===== src/rtl/core/dial_plate_step_sequencer_macros.svh =====
// Assertion helpers used by the sequencer engine module.
// Each helper expects signals named clk and rst_n in the using scope.
`ifndef DIAL_PLATE_STEP_SEQUENCER_MACROS_SVH
`define DIAL_PLATE_STEP_SEQUENCER_MACROS_SVH

// The consequent must hold in the same cycle as the antecedent.
`define DPS_ASSERT_SAME(label, ante, cons, msg) \
    label: assert property (@(posedge clk) disable iff (!rst_n) (ante) |-> (cons)) \
        else $error(msg);

// The consequent must hold in the cycle after the antecedent.
`define DPS_ASSERT_NEXT(label, ante, cons, msg) \
    label: assert property (@(posedge clk) disable iff (!rst_n) (ante) |=> (cons)) \
        else $error(msg);

`endif


===== src/rtl/core/dps_pkg.sv =====
package dps_pkg;

    // Dial geometry and the time span of one dial step.
    localparam int POSITIONS        = 64;
    localparam int MINUTES_PER_STEP = 15;
    localparam int POS_W            = $clog2(POSITIONS);
    localparam int POS_W1           = POS_W + 1;

    // Fixed field widths.
    localparam int HOUR_W   = 5;
    localparam int MINUTE_W = 6;
    localparam int SECOND_W = 6;
    localparam int MS_W     = 32;
    localparam int NEWPOS_W = 6;
    localparam int LAST_W   = 7;
    localparam int DUR_W    = 16;
    localparam int OFFSET_W = 4;
    localparam int MIN_OF_DAY_W = 11;

    // Division of minutes by the step span through a reciprocal.
    localparam int DIV_SHIFT = 20;
    localparam logic [31:0] DIV_RECIP =
        32'((2 ** DIV_SHIFT + MINUTES_PER_STEP - 1) / MINUTES_PER_STEP);
    localparam int MATCH_SPAN = 63 / MINUTES_PER_STEP;

    // Last fired minute marker meaning none.
    localparam logic [LAST_W-1:0] LAST_NONE = 7'd127;

    // Relay drive codes: bit 0 is the even relay, bit 1 the odd relay.
    localparam logic [1:0] RELAY_OFF  = 2'b00;
    localparam logic [1:0] RELAY_EVEN = 2'b01;
    localparam logic [1:0] RELAY_ODD  = 2'b10;

    // Configuration port.
    localparam int CFG_AW    = 5;
    localparam int CFG_IDX_W = 3;
    localparam int CFG_DW    = 32;
    localparam logic [CFG_IDX_W-1:0] REG_OFFSET     = 3'd0;
    localparam logic [CFG_IDX_W-1:0] REG_START_HOUR = 3'd1;
    localparam logic [CFG_IDX_W-1:0] REG_HALF_TURN  = 3'd2;
    localparam logic [CFG_IDX_W-1:0] REG_GAP_FIRST  = 3'd3;
    localparam logic [CFG_IDX_W-1:0] REG_GAP_SECOND = 3'd4;

    // Request codes.
    typedef enum logic [1:0] {
        REQ_TICK    = 2'd0,
        REQ_SET     = 2'd1,
        REQ_CATCHUP = 2'd2,
        REQ_MARK    = 2'd3
    } req_t;

    // Catch-up run phases.
    typedef enum logic [4:0] {
        CU_IDLE = 5'b00001,
        CU_EVEN = 5'b00010,
        CU_GAP1 = 5'b00100,
        CU_ODD  = 5'b01000,
        CU_GAP2 = 5'b10000
    } cu_phase_t;

    typedef struct packed {
        logic [OFFSET_W-1:0] offset_minutes;
        logic [HOUR_W-1:0]   start_hour;
        logic [DUR_W-1:0]    half_turn_ms;
        logic [DUR_W-1:0]    gap_first_ms;
        logic [DUR_W-1:0]    gap_second_ms;
    } cfg_t;

    typedef struct packed {
        req_t                req_type;
        logic [HOUR_W-1:0]   hour_now;
        logic [MINUTE_W-1:0] minute_now;
        logic [SECOND_W-1:0] second_now;
        logic [MS_W-1:0]     now_ms;
        logic [NEWPOS_W-1:0] new_position;
        logic                smart_mode;
    } item_t;

    typedef struct packed {
        logic             even_relay;
        logic             odd_relay;
        logic [POS_W-1:0] position;
        logic             in_sync;
        logic             busy_res;
        logic             save_position;
        logic             request_ignored;
    } result_t;

endpackage


===== src/rtl/core/dps_cfg.sv =====
module dps_cfg (
    input  logic                          clk,
    input  logic                          rst_n,
    input  logic                          psel,
    input  logic                          penable,
    input  logic                          pwrite,
    input  logic [dps_pkg::CFG_AW-1:0]    paddr,
    input  logic [dps_pkg::CFG_DW-1:0]    pwdata,
    output logic [dps_pkg::CFG_DW-1:0]    prdata,
    output logic                          pready,
    output dps_pkg::cfg_t                 cfg
);
    import dps_pkg::*;

    logic [CFG_IDX_W-1:0] reg_idx;
    logic                 wr_en;
    cfg_t                 cfg_reg;

    assign pready  = 1'b1;
    assign reg_idx = paddr[CFG_AW-1:2];
    assign wr_en   = psel && penable && pwrite && pready;
    assign cfg     = cfg_reg;

    // Register writes on the access cycle.
    always_ff @(posedge clk or negedge rst_n)
    begin
        if (!rst_n)
        begin
            cfg_reg.offset_minutes <= 4'd14;
            cfg_reg.start_hour     <= 5'd5;
            cfg_reg.half_turn_ms   <= 16'd6000;
            cfg_reg.gap_first_ms   <= 16'd200;
            cfg_reg.gap_second_ms  <= 16'd400;
        end
        else if (wr_en)
        begin
            case (reg_idx)
                REG_OFFSET:     cfg_reg.offset_minutes <= pwdata[OFFSET_W-1:0];
                REG_START_HOUR: cfg_reg.start_hour     <= pwdata[HOUR_W-1:0];
                REG_HALF_TURN:  cfg_reg.half_turn_ms   <= pwdata[DUR_W-1:0];
                REG_GAP_FIRST:  cfg_reg.gap_first_ms   <= pwdata[DUR_W-1:0];
                REG_GAP_SECOND: cfg_reg.gap_second_ms  <= pwdata[DUR_W-1:0];
                default:        ;
            endcase
        end
    end

    // Read data mux.
    always_comb
    begin
        case (reg_idx)
            REG_OFFSET:     prdata = CFG_DW'(cfg_reg.offset_minutes);
            REG_START_HOUR: prdata = CFG_DW'(cfg_reg.start_hour);
            REG_HALF_TURN:  prdata = CFG_DW'(cfg_reg.half_turn_ms);
            REG_GAP_FIRST:  prdata = CFG_DW'(cfg_reg.gap_first_ms);
            REG_GAP_SECOND: prdata = CFG_DW'(cfg_reg.gap_second_ms);
            default:        prdata = '0;
        endcase
    end

endmodule


===== src/rtl/core/dps_engine.sv =====
`include "dial_plate_step_sequencer_macros.svh"

module dps_engine (
    input  logic              clk,
    input  logic              rst_n,
    input  logic              item_en,
    input  dps_pkg::item_t    item,
    input  dps_pkg::cfg_t     cfg,
    output dps_pkg::result_t  res
);
    import dps_pkg::*;

    // Sequencer state.
    logic [POS_W-1:0]  dial_position_reg, dial_position_next;
    logic [LAST_W-1:0] last_fired_reg, last_fired_next;
    logic              cycle_active_reg, cycle_active_next;
    logic              second_phase_reg, second_phase_next;
    logic [MS_W-1:0]   phase_start_reg, phase_start_next;
    logic [POS_W-1:0]  steps_left_reg, steps_left_next;
    cu_phase_t         phase_reg, phase_next;
    logic [1:0]        relay_reg, relay_next;

    // Time arithmetic.
    logic [MIN_OF_DAY_W-1:0] total_min;
    logic [MIN_OF_DAY_W-1:0] begin_min;
    logic [MIN_OF_DAY_W-1:0] diff_min;
    logic [31:0]             quot_prod;
    logic [31-DIV_SHIFT:0]   quot;
    logic [POS_W-1:0]        target;
    logic [POS_W1-1:0]       ahead_wide;
    logic [POS_W-1:0]        ahead;
    logic                    minute_match;
    logic                    fire;
    logic                    tick_active;
    logic                    tick_second;
    logic [MS_W-1:0]         tick_elapsed;
    logic [MS_W-1:0]         cu_elapsed;
    logic [DUR_W-1:0]        cu_need;
    logic [POS_W-1:0]        pos_inc;
    logic [POS_W-1:0]        steps_dec;
    logic                    saved;
    logic                    ignored;

    // Target position: minutes since the first step, divided by the step span.
    always_comb
    begin
        total_min = MIN_OF_DAY_W'(item.hour_now) * MIN_OF_DAY_W'(60)
                  + MIN_OF_DAY_W'(item.minute_now);
        begin_min = MIN_OF_DAY_W'(cfg.start_hour) * MIN_OF_DAY_W'(60)
                  + MIN_OF_DAY_W'(cfg.offset_minutes);
        diff_min  = (total_min < begin_min) ? '0 : total_min - begin_min;
        quot_prod = 32'(diff_min) * DIV_RECIP;
        quot      = quot_prod[31:DIV_SHIFT];
        if (32'(quot) > 32'(POSITIONS - 1))
            target = POS_W'(POSITIONS - 1);
        else
            target = POS_W'(quot);
    end

    // Distance the dial lags behind the target, modulo the dial size.
    always_comb
    begin
        if (target >= dial_position_reg)
            ahead_wide = POS_W1'(target) - POS_W1'(dial_position_reg);
        else
            ahead_wide = POS_W1'(target) + POS_W1'(POSITIONS)
                       - POS_W1'(dial_position_reg);
        ahead = ahead_wide[POS_W-1:0];
    end

    // Minute matches the firing offset within its step period.
    always_comb
    begin
        minute_match = 1'b0;
        for (int k = 0; k <= MATCH_SPAN; k++)
        begin
            if (7'(cfg.offset_minutes) < 7'(MINUTES_PER_STEP)
                && 7'(item.minute_now) == 7'(cfg.offset_minutes) + 7'(k * MINUTES_PER_STEP))
                minute_match = 1'b1;
        end
    end

    assign pos_inc   = (dial_position_reg == POS_W'(POSITIONS - 1)) ? '0
                                                                    : dial_position_reg + 1'b1;
    assign steps_dec = (steps_left_reg != '0) ? steps_left_reg - 1'b1 : steps_left_reg;

    // Tick path: a new step fires and its timing is checked in the same item.
    assign fire = !cycle_active_reg && (item.second_now <= 6'd1)
               && (LAST_W'(item.minute_now) != last_fired_reg)
               && minute_match && (ahead != '0);
    assign tick_active  = cycle_active_reg || fire;
    assign tick_second  = fire ? 1'b0 : second_phase_reg;
    assign tick_elapsed = fire ? '0 : item.now_ms - phase_start_reg;

    // Catch-up phase timing.
    assign cu_elapsed = item.now_ms - phase_start_reg;
    always_comb
    begin
        case (phase_reg)
            CU_EVEN, CU_ODD: cu_need = cfg.half_turn_ms;
            CU_GAP1:         cu_need = cfg.gap_first_ms;
            default:         cu_need = cfg.gap_second_ms;
        endcase
    end

    // Next state for one item.
    always_comb
    begin
        dial_position_next = dial_position_reg;
        last_fired_next    = last_fired_reg;
        cycle_active_next  = cycle_active_reg;
        second_phase_next  = second_phase_reg;
        phase_start_next   = phase_start_reg;
        steps_left_next    = steps_left_reg;
        phase_next         = phase_reg;
        relay_next         = relay_reg;
        saved              = 1'b0;
        ignored            = 1'b0;

        if (item.req_type == REQ_TICK)
        begin
            if (phase_reg != CU_IDLE)
            begin
                // Catch-up run: at most one phase change per item.
                if (cu_elapsed >= MS_W'(cu_need))
                begin
                    phase_start_next = item.now_ms;
                    case (phase_reg)
                        CU_EVEN:
                        begin
                            relay_next = RELAY_OFF;
                            phase_next = CU_GAP1;
                        end
                        CU_GAP1:
                        begin
                            relay_next = RELAY_ODD;
                            phase_next = CU_ODD;
                        end
                        CU_ODD:
                        begin
                            relay_next = RELAY_OFF;
                            phase_next = CU_GAP2;
                        end
                        default:
                        begin
                            dial_position_next = pos_inc;
                            saved              = 1'b1;
                            steps_left_next    = steps_dec;
                            if (steps_dec == '0)
                                phase_next = CU_IDLE;
                            else
                            begin
                                relay_next = RELAY_EVEN;
                                phase_next = CU_EVEN;
                            end
                        end
                    endcase
                end
            end
            else
            begin
                // Regular step cycle.
                if (fire)
                begin
                    relay_next        = RELAY_EVEN;
                    phase_start_next  = item.now_ms;
                    cycle_active_next = 1'b1;
                    second_phase_next = 1'b0;
                    last_fired_next   = LAST_W'(item.minute_now);
                end
                if (tick_active && tick_elapsed >= MS_W'(cfg.half_turn_ms))
                begin
                    if (!tick_second)
                    begin
                        relay_next        = RELAY_ODD;
                        phase_start_next  = item.now_ms;
                        second_phase_next = 1'b1;
                    end
                    else
                    begin
                        relay_next         = RELAY_OFF;
                        cycle_active_next  = 1'b0;
                        second_phase_next  = 1'b0;
                        dial_position_next = pos_inc;
                        saved              = 1'b1;
                    end
                end
            end
        end
        else if (phase_reg != CU_IDLE)
        begin
            ignored = 1'b1;
        end
        else
        begin
            case (item.req_type)
                REQ_SET:
                begin
                    if (32'(item.new_position) > 32'(POSITIONS - 1))
                        dial_position_next = POS_W'(POSITIONS - 1);
                    else
                        dial_position_next = POS_W'(item.new_position);
                    saved = 1'b1;
                end
                REQ_CATCHUP:
                begin
                    if (!(item.smart_mode && ahead <= POS_W'(1)))
                    begin
                        cycle_active_next = 1'b0;
                        second_phase_next = 1'b0;
                        relay_next        = RELAY_OFF;
                        last_fired_next   = LAST_W'(item.minute_now);
                        if (ahead != '0)
                        begin
                            steps_left_next  = ahead;
                            phase_next       = CU_EVEN;
                            relay_next       = RELAY_EVEN;
                            phase_start_next = item.now_ms;
                        end
                    end
                end
                REQ_MARK:
                begin
                    last_fired_next = LAST_W'(item.minute_now);
                end
                default: ;
            endcase
        end
    end

    // Result for this item, taken from the state after it.
    always_comb
    begin
        res.even_relay      = relay_next[0];
        res.odd_relay       = relay_next[1];
        res.position        = dial_position_next;
        res.in_sync         = (dial_position_next == target);
        res.busy_res        = cycle_active_next || (phase_next != CU_IDLE);
        res.save_position   = saved;
        res.request_ignored = ignored;
    end

    // State registers advance once per processed item.
    always_ff @(posedge clk or negedge rst_n)
    begin
        if (!rst_n)
        begin
            dial_position_reg <= '0;
            last_fired_reg    <= LAST_NONE;
            cycle_active_reg  <= 1'b0;
            second_phase_reg  <= 1'b0;
            phase_start_reg   <= '0;
            steps_left_reg    <= '0;
            phase_reg         <= CU_IDLE;
            relay_reg         <= RELAY_OFF;
        end
        else if (item_en)
        begin
            dial_position_reg <= dial_position_next;
            last_fired_reg    <= last_fired_next;
            cycle_active_reg  <= cycle_active_next;
            second_phase_reg  <= second_phase_next;
            phase_start_reg   <= phase_start_next;
            steps_left_reg    <= steps_left_next;
            phase_reg         <= phase_next;
            relay_reg         <= relay_next;
        end
    end

    // Both relays are never energized together.
    `DPS_ASSERT_SAME(a_relay_exclusive, 1'b1, $onehot0(relay_reg), "both relays energized")
    // A catch-up run and a step cycle never overlap.
    `DPS_ASSERT_SAME(a_no_overlap, phase_reg != CU_IDLE, !cycle_active_reg, "catch-up overlaps step cycle")
    // A running catch-up always has steps left to make.
    `DPS_ASSERT_SAME(a_steps_left, phase_reg != CU_IDLE, steps_left_reg != '0, "catch-up with no steps left")
    // The second relay phase only exists inside a step cycle.
    `DPS_ASSERT_SAME(a_second_in_cycle, second_phase_reg, cycle_active_reg, "second phase outside cycle")
    // A save strobe from a tick always moves the dial.
    `DPS_ASSERT_NEXT(a_tick_save_moves, item_en && res.save_position && item.req_type == REQ_TICK, dial_position_reg != $past(dial_position_reg), "tick save without a move")

endmodule


===== src/rtl/core/dial_plate_step_sequencer.sv =====
// Dial plate step sequencer. Each accepted item (time tick, set position, catch-up or
// mark-synchronized request) yields exactly one result item. Items are accepted one per
// clock with no gaps while results are being taken. An accepted item waits in the input
// register, where a single pass of step and catch-up next-state logic works on it, until
// the result register can take its result. The result is registered there and presented
// in the cycle after the item leaves the input register. While a result waits on
// out_stall, the input register still takes one more item, and then in_stall rises until
// the result is taken.
// Configuration registers sit on the APB port at byte addresses 0, 4, 8, 12 and 16 and
// should be written only while no item is in flight.
module dial_plate_step_sequencer (
    input  logic                               clk,
    input  logic                               rst_n,

    // Configuration port.
    input  logic                               psel,
    input  logic                               penable,
    input  logic                               pwrite,
    input  logic [dps_pkg::CFG_AW-1:0]         paddr,
    input  logic [dps_pkg::CFG_DW-1:0]         pwdata,
    output logic [dps_pkg::CFG_DW-1:0]         prdata,
    output logic                               pready,

    // Request channel.
    input  logic                               in_valid,
    output logic                               in_stall,
    input  logic [1:0]                         req_type,
    input  logic [dps_pkg::HOUR_W-1:0]         hour_now,
    input  logic [dps_pkg::MINUTE_W-1:0]       minute_now,
    input  logic [dps_pkg::SECOND_W-1:0]       second_now,
    input  logic [dps_pkg::MS_W-1:0]           now_ms,
    input  logic [dps_pkg::NEWPOS_W-1:0]       new_position,
    input  logic                               smart_mode,

    // Result channel.
    output logic                               out_valid,
    input  logic                               out_stall,
    output logic                               even_relay,
    output logic                               odd_relay,
    output logic [dps_pkg::POS_W-1:0]          position,
    output logic                               in_sync,
    output logic                               busy_res,
    output logic                               save_position,
    output logic                               request_ignored
);
    import dps_pkg::*;

    cfg_t    cfg;
    item_t   item_reg;
    logic    in_valid_reg;
    logic    out_valid_reg;
    result_t res;
    result_t res_reg;
    logic    advance;
    logic    in_take;

    dps_cfg u_cfg (
        .clk     (clk),
        .rst_n   (rst_n),
        .psel    (psel),
        .penable (penable),
        .pwrite  (pwrite),
        .paddr   (paddr),
        .pwdata  (pwdata),
        .prdata  (prdata),
        .pready  (pready),
        .cfg     (cfg)
    );

    // The held item is processed whenever the result register can take its result.
    assign advance  = in_valid_reg && (!out_valid_reg || !out_stall);
    assign in_stall = in_valid_reg && !advance;
    assign in_take  = in_valid && !in_stall;

    // Input register.
    always_ff @(posedge clk or negedge rst_n)
    begin
        if (!rst_n)
            in_valid_reg <= 1'b0;
        else if (in_take)
            in_valid_reg <= 1'b1;
        else if (advance)
            in_valid_reg <= 1'b0;
    end

    always_ff @(posedge clk)
    begin
        if (in_take)
        begin
            item_reg.req_type     <= req_t'(req_type);
            item_reg.hour_now     <= hour_now;
            item_reg.minute_now   <= minute_now;
            item_reg.second_now   <= second_now;
            item_reg.now_ms       <= now_ms;
            item_reg.new_position <= new_position;
            item_reg.smart_mode   <= smart_mode;
        end
    end

    dps_engine u_engine (
        .clk     (clk),
        .rst_n   (rst_n),
        .item_en (advance),
        .item    (item_reg),
        .cfg     (cfg),
        .res     (res)
    );

    // Result register.
    always_ff @(posedge clk or negedge rst_n)
    begin
        if (!rst_n)
            out_valid_reg <= 1'b0;
        else if (advance)
            out_valid_reg <= 1'b1;
        else if (!out_stall)
            out_valid_reg <= 1'b0;
    end

    always_ff @(posedge clk)
    begin
        if (advance)
            res_reg <= res;
    end

    assign out_valid       = out_valid_reg;
    assign even_relay      = res_reg.even_relay;
    assign odd_relay       = res_reg.odd_relay;
    assign position        = res_reg.position;
    assign in_sync         = res_reg.in_sync;
    assign busy_res        = res_reg.busy_res;
    assign save_position   = res_reg.save_position;
    assign request_ignored = res_reg.request_ignored;

endmodule


===== config.mk =====
export PLATFORM = sky130hd
export DESIGN_NAME = dial_plate_step_sequencer
export DESIGN_NICKNAME = d
export VERILOG_FILES = /design/src/rtl/core/dps_pkg.sv /design/src/rtl/core/dps_cfg.sv /design/src/rtl/core/dps_engine.sv /design/src/rtl/core/dial_plate_step_sequencer.sv
export VERILOG_INCLUDE_DIRS = /design/src /design/src/rtl/core
export SDC_FILE = /design/constraint.sdc
export NUM_CORES = 1
export LEC_CHECK = 0
export ABC_AREA = 1
export BUFFER_PORTS_ARGS = -buffer_cell sky130_fd_sc_hd__buf_2
export CAP_MARGIN = 20
export CORE_MARGIN = 8
export CORE_UTILIZATION = 45
export CTS_CLUSTER_SIZE = 12
export DETAILED_ROUTE_END_ITERATION = 8
export GPL_TIMING_DRIVEN = 0
export PLACE_DENSITY_LB_ADDON = 0.05
export SETUP_SLACK_MARGIN = 0.5
export SLEW_MARGIN = 20
export SYNTH_ARGS = -nofsm -noshare
export SYNTH_HDL_FRONTEND = slang
export SYNTH_SLANG_ARGS = --single-unit

===== constraint.sdc =====
create_clock -name clk -period 16 [get_ports clk]
set_input_delay 1.6 -clock clk [delete_from_list [all_inputs] [get_ports clk]]
set_output_delay 1.6 -clock clk [all_outputs]
set_load 0.02 [all_outputs]

==> results of run 1 <==
## cells in the final DEF, fill, tap and decap left out, types with 30 or more instances in the layout
| master | n |
|---|---|
| a21oi_1 | 115 |
| buf_2 | 115 |
| dfrtp_1 | 93 |
| edfxtp_1 | 69 |
| fa_1 | 30 |
| ha_1 | 170 |
| inv_1 | 336 |
| nand2_1 | 433 |
| nand3_1 | 80 |
| nand4_1 | 31 |
| nor2_1 | 179 |
| o21ai_0 | 159 |
| xor2_1 | 48 |
## cells in the mapped netlist (5+ instances only)
library cell	instances	share of area, %
nand2_1	433	10
inv_1	337	8.0
nor2_1	179	4.3
ha_1	170	13
o21ai_0	159	5.0
a21oi_1	115	3.6
dfrtp_1	93	15
nand3_1	80	2.5
edfxtp_1	69	13
xor2_1	48	2.7
nand4_1	31	1.2
fa_1	30	3.8
clkbuf_1	27	0.64
dfstp_2	26	4.3
nor3_1	26	0.82
a21oi_2	24	1.3
o22ai_1	20	0.79
buf_4	18	0.85
xnor2_1	17	0.94
o211ai_1	16	0.76
o221ai_1	11	0.61
a31oi_1	10	0.40
nand2_2	10	0.40
a221oi_1	9	0.50
nor4_1	9	0.36
or2_2	8	0.32
o21bai_1	6	0.28
a211oi_1	5	0.24
o2111ai_1	5	0.28
## layout make-up
cell class / instances / area [sq um]
sequential: 188 / 5082
fill: 3445 / 16820
inverter: 340 / 1279
timing repair buffer: 115 / 629.4
clock buffer: 17 / 425.4
clock inverter: 15 / 225.2
multi-input combinational: 1490 / 9210
tap: 455 / 569.3
buffer: 54 / 297.8
## worst max-delay path, delay by kind of cell, from the launching register on
family / cells / cell delay (ns)
simple gates: 24 / 4.37
fa+ha+maj: 12 / 4.21
compound gates: 10 / 1.53
buf+inv: 13 / 1.50
flops: 1 / 0.63
xor+xnor: 3 / 0.56
mux: 1 / 0.31
## stage by stage
stage / cell area [sq um] / util [%]
floorplan: 15860 / -
global placement: 16990 / 49.19
detailed placement: 17060 / 49.40
CTS: 17710 / 51.28
global route: 17720 / 51.29
finish: 17720 / 51.29
## cells by family (layout without fill, tap and decap cells)
logic type,count (synthesis),in the layout
compound gates,408,408
fa+ha+maj,200,200
buf+inv,394,541
mux,1,1
other cells,2,17
xor+xnor,65,65
simple gates,799,799
flops,188,188
## per-layer routing
layer  part of all wire, %  up-vias
li1                      -     7083
met1                    47     6525
met2                    48      291
met3                   3.6       55
met4                   2.0        0
met5                     0        -
## path summary, 6_finish.rpt
kind / endpoint / slack (ns) / cells after the start
worst max-delay path: u_engine.phase_start_reg[31] / 2.77 / 63
worst min-delay path: u_engine.last_fired_reg[6] / 0.45 / 2
worst max register to register: u_engine.phase_start_reg[31] / 2.77 / 63
worst min register to register: u_engine.last_fired_reg[6] / 0.45 / 2
max in group asynchronous: u_cfg.cfg[50] / 14.21 / 2
min in group asynchronous: u_engine.phase_start_reg[21] / 1.04 / 1
==> flow_summary.yaml, run 1 <==
run_status:
  status: "finished clean"
place:
  gp_congestion: 0.9127
  io_buffers: 112
  place_ws_ns: 2.727
  dp.cells: 2642
  dpl.hpwl_um: 34420
global_route:
  met1_usage_pct: 26.93
  busiest_layer: "met2"
  grt.met2_usage_pct: 36.25
  grt_max_degree: 73
  antenna_found_initial: 0
  overflow: 0
  first_global_vias: 13980
  use_met3_pct: 2.777
  grt_pass1_wl_um: 70700
  grt.total_usage_pct: 20.93
yosys:
  synthAdderAreaFrac_pct: 17.26
  muxShareOfSynthArea_pct: 0.09500
  synth_cell_types: 64
  ys_ff_latch: 188
  netlist_area_sq_um: 15810
  synth_edf_count: 69
  ys_seq_area_share_pct: 32.16
  synthSimpleGateAreaFrac_pct: 21.45
  synth_top_family_by_area: "simple AND/OR/NAND/NOR gates"
  synth_xor_area_share_pct: 3.602
  synth_flop_cell: "dfrtp_1"
  synth_compound_gate_area_share_pct: 15.43
  ys_warn_count: 0
  syn_avg_cell_area_sq_um: 7.684
  netlist_instances: 2057
  synthArstFlopShare_pct: 63.30
timing:
  fin_crit_sh_pct: 82.68
  relSlewSlack_pct: 44.15
  rsz0062_at_grt: "no"
  setup_ws_ns: 2.771
  fin_skew_ns: 0.01214
  setup_viol: 0
  max_freq_mhz: 75.59
  min_period_ns: 13.23
  hold_violations: 0
  maxSlewViolCount: 0
  worstMarginPinSlew_ns: 0.8313
  timing.hold.ws_ns: 0.4533
  tns_ns: 0
floorplanning:
  die_w_um: 203.4
  start_util_pct: 45.75
  rows: 68
  boundaryPins: 149
  die_h_um: 203.4
  dieArea_sq_um: 41380
  coreArea_sq_um: 34540
critical_path:
  max_stage_delay_ns: 0.63
  slowest_stage: "dfstp_2"
  worstSetupEndpointType: "flip-flop"
  crit_path_start: "u_cfg.cfg[50]"
  r2r-start: "u_cfg.cfg[50]"
  crit_type: "reg -> reg"
  cp_max_fo: 10
  crit_top_cell: "inv_1"
  crit_required_ns: 16.34
  crit_arrival_ns: 13.57
  critPathLaunchType: "flip-flop"
clocking:
  clock_sinks: 188
  numCtsBuffers: 17
  htree_num_levels: 4
  clkTransAtPathRegs_ns: 0.08
  clock_latency_ns: 0.46
  hold_buffers: 0
  max-clock-path-buffers: 2
  cts_tree: "done"
  post_cts_resize_count: 0
  cts-root-buf: "clkbuf_16"
  cts_setup_buffers: 0
routing:
  wirelength_um: 42650
  avgViaCountPerCell: 5.218
  drtAntennaViolNets: 0
  first_pass_iters: 5
  drc_errors: 0
  wl_per_cell_um: 15.95
  routed-via-count: 13950
  initialDrtViolationCount: 755
worst_hold_path:
  min_path_type: "reg -> reg"
  min_from: "u_engine.last_fired_reg[6]"
finish:
  nets: 2508
  drive_gt1_share_pct: 12.03
  area_growth_pct: 12.10
  diodes: 0
  stdcell_count: 2674
job:
  max-cap-violations: 0
Power of run 1 is not shown: default switching activity piles up to over one toggle a cycle in this logic, so the estimate is an artifact.
==> run 2, diff against run 1 <==
==> constraint.sdc (replaced) <==
create_clock -name clk -period 12.5 [get_ports clk]
set_input_delay 1.25 -clock clk [delete_from_list [all_inputs] [get_ports clk]]
set_output_delay 1.25 -clock clk [all_outputs]
set_load 0.02 [all_outputs]
==> run 2 against run 1 <==
  * Critical path type unchanged
  * Highest routed layer unchanged
  * Utilization grew 2.3 points
  * First-iteration DRC count up 0.13%
  * Clock skew about the same
  * Sequential share of layout area shrank 1.2 points
  * Non-clock buffer count grew 32
  * Register-to-register slack worse by 1.8 ns
  * Sequential cell count is the same
  * Clock-buffer cell count stayed put
  * Worst setup slack lost 1.8 ns
  * Via count grew 0.90%
  * Critical endpoint is now in_sync
  * Final cell count up 1.2%
  * Hold slack is essentially flat
==> flow_summary.yaml, run 2 (same netlist as run 1, synthesis figures left out) <==
critical_path:
  crit_family: "adder cells"
  slowest_stage: "fa_1"
  r2r-start: "item_reg[53]"
  critical_path_buf_inv_count: 7
  worstSetupEndpointType: "flip-flop"
  worst_r2r_endpoint: "in_sync"
  crit_arrival_ns: 11.73
  crit_required_ns: 12.71
  crit_type: "reg -> reg"
  reg2reg_slack_ns: 0.98
  cp_max_fo: 9
  crit_top_cell: "nand2_1"
  max_stage_delay_ns: 0.60
  r2r_cells: 64
  critPathLaunchType: "flip-flop"
finish:
  multi_input_area_sq_um: 9739
  stdcell_count: 2706
  fillers: 3375
  nets: 2540
  layout_commonest_cell: "nand2_1"
  layout_common_cells: "nand2_1, inv_1, nor2_1"
  area_growth_pct: 17.22
  drive_gt1_share_pct: 17.19
  diodes: 0
  seqCellArea_sq_um: 5084
  fin_area_sq_um: 18530
clocking:
  max-clock-path-buffers: 2
  clock_latency_ns: 0.45
  htree_num_levels: 4
  cts_tree: "done"
  numCtsBuffers: 17
  cts-root-buf: "clkbuf_16"
  clock_sinks: 188
  clkTransAtPathRegs_ns: 0.07
timing:
  max_freq_mhz: 86.84
  fin_skew_ns: 0.01232
  min_period_ns: 11.52
  setup_ws_ns: 0.9840
  rsz0062_at_grt: "no"
  timing.hold.ws_ns: 0.4533
  setup_viol: 0
  fin_crit_sh_pct: 92.13
  hold_violations: 0
  worstMarginPinSlew_ns: 0.8414
  maxSlewViolCount: 0
  relSlewSlack_pct: 43.47
routing:
  drtAntennaViolNets: 0
  first_pass_iters: 7
  wl_per_cell_um: 16.08
  routed-via-count: 14080
  drc_errors: 0
  initialDrtViolationCount: 756
  wirelength_um: 43500
  avgViaCountPerCell: 5.203
floorplanning:
  die_w_um: 203.4
  start_util_pct: 45.75
  die_h_um: 203.4
  coreArea_sq_um: 34540
  boundaryPins: 149
  rows: 68
  dieArea_sq_um: 41380
worst_hold_path:
  worstHoldEndpoint: "u_engine.last_fired_reg[6]"
  hold_path_depth: 2
  min_from: "u_engine.last_fired_reg[6]"
  min_path_type: "reg -> reg"
place:
  dp.cells: 2642
  placed_cell_area_sq_um: 17060
  gp_congestion: 0.9127
  io_buffers: 112
  place_ws_ns: -0.7729
  dpl.hpwl_um: 34420
run_status:
  status: "finished clean"
global_route:
  first_global_vias: 14070
  overflow: 0
  grt_max_degree: 73
  grt.total_usage_pct: 21.00
  antenna_found_initial: 0
  grt_pass1_wl_um: 70980
job:
  max-cap-violations: 0
[run 2: cell count changes in the layout (fill, tap and decap cells not counted), sizes merged]
cell	delta
buf	+33
clkbuf	-1
[run 2: worst max path at each step]
stage / end / slack (ns) / startpoint / cells past startpoint
6_report: in_sync / 0.98 / item_reg[53] / 64
5_1_grt: in_sync / 0.38 / item_reg[53] / 66
3_3_place_gp: in_sync / -0.71 / u_cfg.cfg[50] / 66
2_1_floorplan: u_engine.phase_start_reg[31] / 1.35 / u_cfg.cfg[50] / 63
3_5_place_dp: u_engine.phase_start_reg[31] / -0.77 / u_cfg.cfg[50] / 63
4_1_cts: u_engine.phase_start_reg[31] / 0.51 / u_cfg.cfg[50] / 63
[run 2: stage by stage]
stage / TNS, ns / util, %
4_1_cts: 0 / 51.84
5_1_grt: 0 / 53.63
6_report: 0 / 53.63
3_5_place_dp: -31.50 / 49.40
3_3_place_gp: -26.34 / 49.19
2_1_floorplan: 0 / -
[run 2: timing repair]
item / 4_1_cts / 5_1_grt
setup endpoints to repair: 53 / 53
pin swaps: 4 / 52
setup buffers: 5 / 26
cloned: 0 / 1
hold buffers: 0 / 0
resized for setup: 35 / 93
[run 2: area by class of cell]
cell class	instances	share of cell area, %
multi-input cells	1490	52.57
flip-flops and latches	188	27.44
inverters	340	6.943
repair buffers	147	4.748
well taps	455	3.073
clock buffers	17	2.296
plain buffers	54	1.715
clock inverters	15	1.216
[run 2: routing by layer]
metal / global-route usage (%) / vias up / part of all wire, %
met3: 2.777 / 55 / 3.3
met1: 27.04 / 6618 / 47
met5: 0 / - / 0
li1: - / 7140 / -
met4: 6.242 / 0 / 2.0
met2: 36.36 / 266 / 48
[run 2: worst reg2reg max path, delay by kind of cell, from the launching register on]
family          cells  cell delay (ns)
fa+ha+maj          12             4.36
xor+xnor            2             0.33
buf+inv             7             0.64
flops               1             0.42
simple gates       32             3.77
compound gates     11             1.75
Power of run 2 is left out for the same reason.
